## config.mk

```make
export PLATFORM = sky130hd
export DESIGN_NAME = rmj_sqrt_cell
export DESIGN_NICKNAME = d
export VERILOG_FILES = /design/src/rtl/rmj_pkg.sv /design/src/rtl/rmj_sqrt_cell.sv
export SDC_FILE = /design/constraint.sdc
export NUM_CORES = 1
export LEC_CHECK = 0
export CELL_PAD_IN_SITES_DETAIL_PLACEMENT = 0
export CELL_PAD_IN_SITES_GLOBAL_PLACEMENT = 1
export CORE_ASPECT_RATIO = 0.7
export CORE_MARGIN = 3
export CORE_UTILIZATION = 45
export CTS_BUF_LIST = sky130_fd_sc_hd__clkbuf_16
export DETAILED_ROUTE_END_ITERATION = 10
export DONT_BUFFER_PORTS = 1
export GPL_TIMING_DRIVEN = 0
export PLACE_DENSITY = 0.88
export SYNTH_ARGS = -nofsm -noshare
export SYNTH_HDL_FRONTEND = slang
export SYNTH_SLANG_ARGS = --single-unit
```

## constraint.sdc

```tcl
create_clock -name clk -period 3.22 [get_ports clk]
set_clock_uncertainty 0.05 [all_clocks]
set_input_delay 0.161 -clock clk [delete_from_list [all_inputs] [get_ports clk]]
set_output_delay 0.161 -clock clk [all_outputs]
set_load 0.03 [all_outputs]
```

## src/rtl/rmj_pkg.sv

```systemverilog
`default_nettype none
package rmj_pkg;

	localparam int unsigned WORD_W   = 32;
	localparam int unsigned FRAC_W   = 16;
	localparam int unsigned MAG_W    = WORD_W;
	localparam int unsigned SQ_W     = 2 * WORD_W;
	localparam int unsigned ROOT_W   = WORD_W;
	localparam int unsigned SQ_REM_W = WORD_W + 2;
	localparam int unsigned SQ_N     = ROOT_W;
	localparam int unsigned DIV_D_W  = 2 * WORD_W;
	// quotient bound: the rate weight stays below 2^(WORD_W + FRAC_W/2)
	localparam int unsigned DIV_Q_W  = WORD_W + FRAC_W / 2 + 1;
	localparam int unsigned DIV_N    = DIV_Q_W;
	localparam int unsigned NUM_W    = DIV_D_W + DIV_Q_W;
	// px/r and py/r never exceed 1.0
	localparam int unsigned RQ_W     = FRAC_W + 1;
	localparam int unsigned PROD_W   = DIV_Q_W + RQ_W;
	localparam int unsigned CROSS_W  = 2 * WORD_W + 2;
	localparam int unsigned MIN_W    = 17;
	localparam int unsigned THR_W    = MIN_W + FRAC_W;
	localparam int unsigned LATENCY  = 4 + SQ_N + DIV_N + 2;
	localparam int unsigned PADDR_W  = 3;
	localparam int unsigned PDATA_W  = 32;
	localparam int unsigned DIV_LANES = 5;

	localparam logic [MIN_W-1:0]   MIN_RESET         = 17'd66;
	localparam logic [PADDR_W-1:0] ADDR_MIN_SQ_RANGE = 3'd0;

	localparam int unsigned LANE_RX = 0;
	localparam int unsigned LANE_RY = 1;
	localparam int unsigned LANE_BX = 2;
	localparam int unsigned LANE_BY = 3;
	localparam int unsigned LANE_W  = 4;

	typedef struct packed {
		logic [SQ_REM_W-1:0] rem;
		logic [ROOT_W-1:0]   root;
		logic [SQ_W-1:0]     src;
	} sq_cell_t;

	typedef struct packed {
		logic [DIV_D_W-1:0] rem;
		logic [DIV_Q_W-1:0] nq;
		logic [DIV_D_W-1:0] d;
	} dv_cell_t;

	typedef struct packed {
		logic [WORD_W-1:0] word;
		logic              flag;
	} sat_t;

	function automatic logic [MAG_W-1:0] mag_of(input logic [WORD_W-1:0] v);
		return v[WORD_W-1] ? (~v + WORD_W'(1)) : v;
	endfunction

	function automatic sat_t saturate(input logic neg, input logic [DIV_D_W-1:0] mag);
		sat_t res;
		logic [DIV_D_W-1:0] lim;
		lim = DIV_D_W'(1) << (WORD_W - 1);
		res.flag = neg ? (mag > lim) : (mag >= lim);
		if (res.flag) begin
			res.word = neg ? lim[WORD_W-1:0] : (lim[WORD_W-1:0] - WORD_W'(1));
		end else begin
			res.word = neg ? (~mag[WORD_W-1:0] + WORD_W'(1)) : mag[WORD_W-1:0];
		end
		return res;
	endfunction

	function automatic dv_cell_t div_seed(input logic [NUM_W-1:0] num,
			input logic [DIV_D_W-1:0] den);
		dv_cell_t c;
		c.rem = num[NUM_W-1 -: DIV_D_W];
		c.nq  = num[DIV_Q_W-1:0];
		c.d   = den;
		return c;
	endfunction

endpackage
`default_nettype wire

```

## src/rtl/rmj_sqrt_cell.sv

```systemverilog
`default_nettype none
module rmj_sqrt_cell (
	input  wire logic               clk,
	input  wire rmj_pkg::sq_cell_t  src_cell,
	output rmj_pkg::sq_cell_t       dst_cell
);

	logic [rmj_pkg::SQ_REM_W+1:0] part;
	logic [rmj_pkg::SQ_REM_W+1:0] trial;
	logic [rmj_pkg::SQ_REM_W+1:0] diff;
	logic                         ge;
	rmj_pkg::sq_cell_t            cell_q;

	// bring in the next two bits of the radicand, try root bit one
	assign part  = {src_cell.rem, src_cell.src[rmj_pkg::SQ_W-1 -: 2]};
	assign trial = (rmj_pkg::SQ_REM_W+2)'({src_cell.root, 2'b01});
	assign diff  = part - trial;
	assign ge    = part >= trial;

	always_ff @(posedge clk) begin
		cell_q.rem  <= ge ? diff[rmj_pkg::SQ_REM_W-1:0] : part[rmj_pkg::SQ_REM_W-1:0];
		cell_q.root <= {src_cell.root[rmj_pkg::ROOT_W-2:0], ge};
		cell_q.src  <= {src_cell.src[rmj_pkg::SQ_W-3:0], 2'b00};
	end

	assign dst_cell = cell_q;

endmodule
`default_nettype wire

```

* Word-level counts from Yosys, hierarchy flattened *
Index checks and enable logic that the tools add are counted.

storage, ports and cells
  word-level logic and storage cells = 6
  output and inout bits = 130
  register bits = 128

cells by class
  order comparisons = 1
  add/sub/neg operators = 1
  multiplexer cells = 1

operators by type and width
  operator          count
  $ge A36 B34 Y1    1
  $mux W34          1
  $sub A34 B34 Y34  1

* Longest topological paths before layout *
  word-level depth = 2
  mapped depth = 13
  gate-level depth less buffers = 10

* Worst setup path before layout *
Ideal clock, no wire load.

  path type = input-to-reg
  start = input src_cell[73] in the netlist's numbering
  end = register cell_q, in the netlist dst_cell[123]
  stages = 10
  path slack = 889 ps
  library setup time = 121 ps
  arrival time = 2159 ps
  cell sequence = inv_1 > ha_1 > a21o_1 > a31o_1 > a211oi_4 > o211ai_2 > a21bo_2 > mux2i_1 > o221ai_1 > mux2_4

between the ends
  word-level cells in the longest chain between the ends = 2

RTL lines
  what                                                       RTL line                                  RTL
  from (decl)                                                rmj_sqrt_cell.sv:4                        input wire rmj_pkg::sq_cell_t src_cell,
  $sub A34 B34 Y34 / $ge A36 B34 Y1 (equally long branches)  rmj_sqrt_cell.sv:17, rmj_sqrt_cell.sv:18
  $mux W34 *                                                 rmj_sqrt_cell.sv:21                       cell_q.rem <= ge ? diff[rmj_pkg::SQ_REM_W-1:0] : part[rmj_pkg::SQ_REM_W-1:0];
  to (decl)                                                  rmj_sqrt_cell.sv:12                       rmj_pkg::sq_cell_t cell_q;

Mark *: on every way between the ends. The rest lies on a longest branch, timed or not.

* Worst setup path in the final report *
  start = input src_cell[62] in the netlist's numbering
  end = register cell_q, in the netlist dst_cell[119]

Same word-level chain as after synthesis.

==> impl_metrics.env <==
export IMPL_worstSetupPathType="primary input to register"
export IMPL_antenna_found_initial=1
export IMPL_rsz0062_at_grt="no"
export IMPL_grt_pass1_vias=4457
export IMPL_worstSetupEndpointType="register"
export IMPL_ys_seq_area_frac=0.5091
export IMPL_drtAntennaViolNets=0
export IMPL_nFillCells=841
export IMPL_finalSetupTns_ps=0
export IMPL_drive_above_1_share=0.09745
export IMPL_synth_async_reset_ratio=0
export IMPL_layout_common_cells="128 x dfxtp_1, 127 x dlygate4sd3_1, 58 x nand2_1"
export IMPL_p_total_w=0.004713
export IMPL_cts_made_buffers=17
export IMPL_ir_worst_vdd_mv=0.3624
export IMPL_yosysWarnings=0
export IMPL_finalHoldViolCount=0
export IMPL_clockRootBuffer="clkbuf_16"
export IMPL_max_cap_violations=0
export IMPL_final_common_cell="dfxtp_1"
export IMPL_crit_slowest_cell="dlygate4sd3_1"
export IMPL_overflow=0
export IMPL_track_usage=0.2536
export IMPL_regArea_sq_um=2562
export IMPL_post_route_drc_count=0
export IMPL_p_per_area_nw_per_um2=664.7
export IMPL_setup_worst_path_start_class="primary input"
export IMPL_routedWlPerCell_um=19.83
export IMPL_max_slew_worst_pin_slew_ps=619.5
export IMPL_fin_crit_ps=2670
export IMPL_p_leak_nw=3.138
export IMPL_initial_core_util=0.4736
export IMPL_grt_pass1_wl_mm=24.60
export IMPL_rows=31
export IMPL_slew_headroom=0.5825
export IMPL_nNetsFinal=819
export IMPL_via_per_inst=5.249
export IMPL_syn2layout_area_growth_pct=40.87
export IMPL_dieArea_sq_um=12510
export IMPL_die_w_um=132.4
export IMPL_gp_congestion=0.8492
export IMPL_fmax_mhz=374.5
export IMPL_post_cts_setup_buffers=0
export IMPL_htree_levels=4
export IMPL_netlist_area_sq_um=5034
export IMPL_final_max_slew_viol_count=0
export IMPL_drt_iter0_drc=213
export IMPL_cp_max_fo=10
export IMPL_cts_num_sinks=128
export IMPL_post_dp_hpwl_mm=10.48
export IMPL_synth_ff_type="dfxtp_1"
export IMPL_io_pins=261
export IMPL_synth_seq_cells=128
export IMPL_cpMostUsedCell="o21ai_0"
export IMPL_run_status="completed"
export IMPL_cts_tree="yes"
export IMPL_fp_coreArea_sq_um=10630
export IMPL_post_route_period_util=0.8293
export IMPL_synth_area_per_cell_sq_um=9.928
export IMPL_cts_hold_buf=127
export IMPL_synth_edf_count=0
export IMPL_worst_ep_required_time_ps=3420
export IMPL_place_inst=656
export IMPL_grt_start_max_net_pins=17
export IMPL_synth_cell_types=62
export IMPL_die_y_um=94.49
export IMPL_syn_inst=507
export IMPL_synth_top_area_frac=0.5091
export IMPL_crit_path_cell_trace="dlygate4sd3_1 > inv_1 > ha_1 > nor2b_1 > o31a_1 > o21ai_0 > o211ai_1 > a211oi_1 > o21a_1 > buf_6 > buf_2 > o21ai_0"
export IMPL_clk_pin_slew_ps=60
export IMPL_multi_input_area_sq_um=2217
export IMPL_synth_top_cell_by_area="dfxtp_1"
export IMPL_post_cts_resized=0
export IMPL_synthTopCellsByArea="dfxtp_1 51%, ha_1 8.5%, nand2_1 4.3%, o21ai_0 4.1%, inv_1 3.1%"
export IMPL_largest_register_ffs=128
export IMPL_vias=4299
export IMPL_setup_viol=0
export IMPL_numPortBuffers=0
export IMPL_hp_class="primary input to register"
export IMPL_critPathMaxStageDelay_ps=580
export IMPL_final_cells=819
export IMPL_dr_pass1_iters=4
export IMPL_cts_path_max_buffers=2
export IMPL_postRouteWirelength_mm=16.24
export IMPL_arrival_ps=2870
[synth_stat cells (all sizes together), types with 2 or more instances]
library cell    n
buf             9
o41ai           3
nor2           18
and2            5
o21ai          46
nand3           6
dfxtp         128
a21o           20
a211oi          2
o221ai          2
o21a            3
xnor2          14
nor3           10
o31a            2
nand2          58
nand2b          5
a21boi          2
a21oi          28
a31oi           5
ha             34
mux2i           4
and3            5
xor2           13
clkbuf          7
a31o            2
inv            42
nand4           7
o31ai           5
o211ai          3
[final cells by class]
class                      instances  area share
clock buffer                      17     0.06000
buffer                            16     0.01341
multi-input combinational        321      0.3127
antenna                            4    0.001412
timing repair buffer             127      0.1793
tap                              148     0.02612
clock inverter                    15     0.02276
sequential                       128      0.3614
inverter                          43     0.02294
[critical path: cells and delay by family]
family / cells / cell delay [ps]
AO/OA/AOI/OAI: 6 / 1400
adder cells (fa/ha/maj): 1 / 180
buffers and inverters: 4 / 1060
AND/OR/NAND/NOR: 1 / 70
[stage by stage]
step           area, sq um  setup slack, ps  hold slack [ps]    util
3_3_place_gp          5223            519.6            138.8  0.4914
6_report              7091            549.5            88.26  0.6672
5_1_grt               7083            344.2            99.34  0.6665
4_1_cts               7081            579.9            76.39  0.6662
3_5_place_dp          5223            520.0            138.8  0.4914
2_1_floorplan         5037            889.3            138.7       -
[report_power, final]
group	leakage (nW)	internal (W)	switching, W
sequential	1.08	0.00175	0.000400
clock	0.288	0.00115	0.000765
combinational	1.77	0.000315	0.000335
total	3.14	0.00321	0.00150
[routing by layer]
layer  vias to the layer above  GRT usage  routed length (um)
li1                       2047          -                   -
met1                      2033     0.2962                6536
met2                       201     0.4376                8165
met3                        18    0.09425                1336
met4                         0    0.08131                 206
met5                         -          0                   0
[logic make-up after synthesis]
kind of cell    count (synthesis)  synth area share
xor+xnor                       27           0.04698
mux                             5           0.01094
compound gates                133            0.1852
simple gates                  120            0.1114
buf+inv                        59           0.05120
flops                         128            0.5091
other cells                     1         0.0007450
fa+ha+maj                      34           0.08451
[worst paths after layout]
path	endpoint	from	cells after the start	slack, ps
max	dst_cell[119]$_DFF_P_	src_cell[62]	12	550
min	dst_cell[64]$_DFF_P_	src_cell[128]	4	90
No activity file was read; power rests on OpenSTA's default activity.
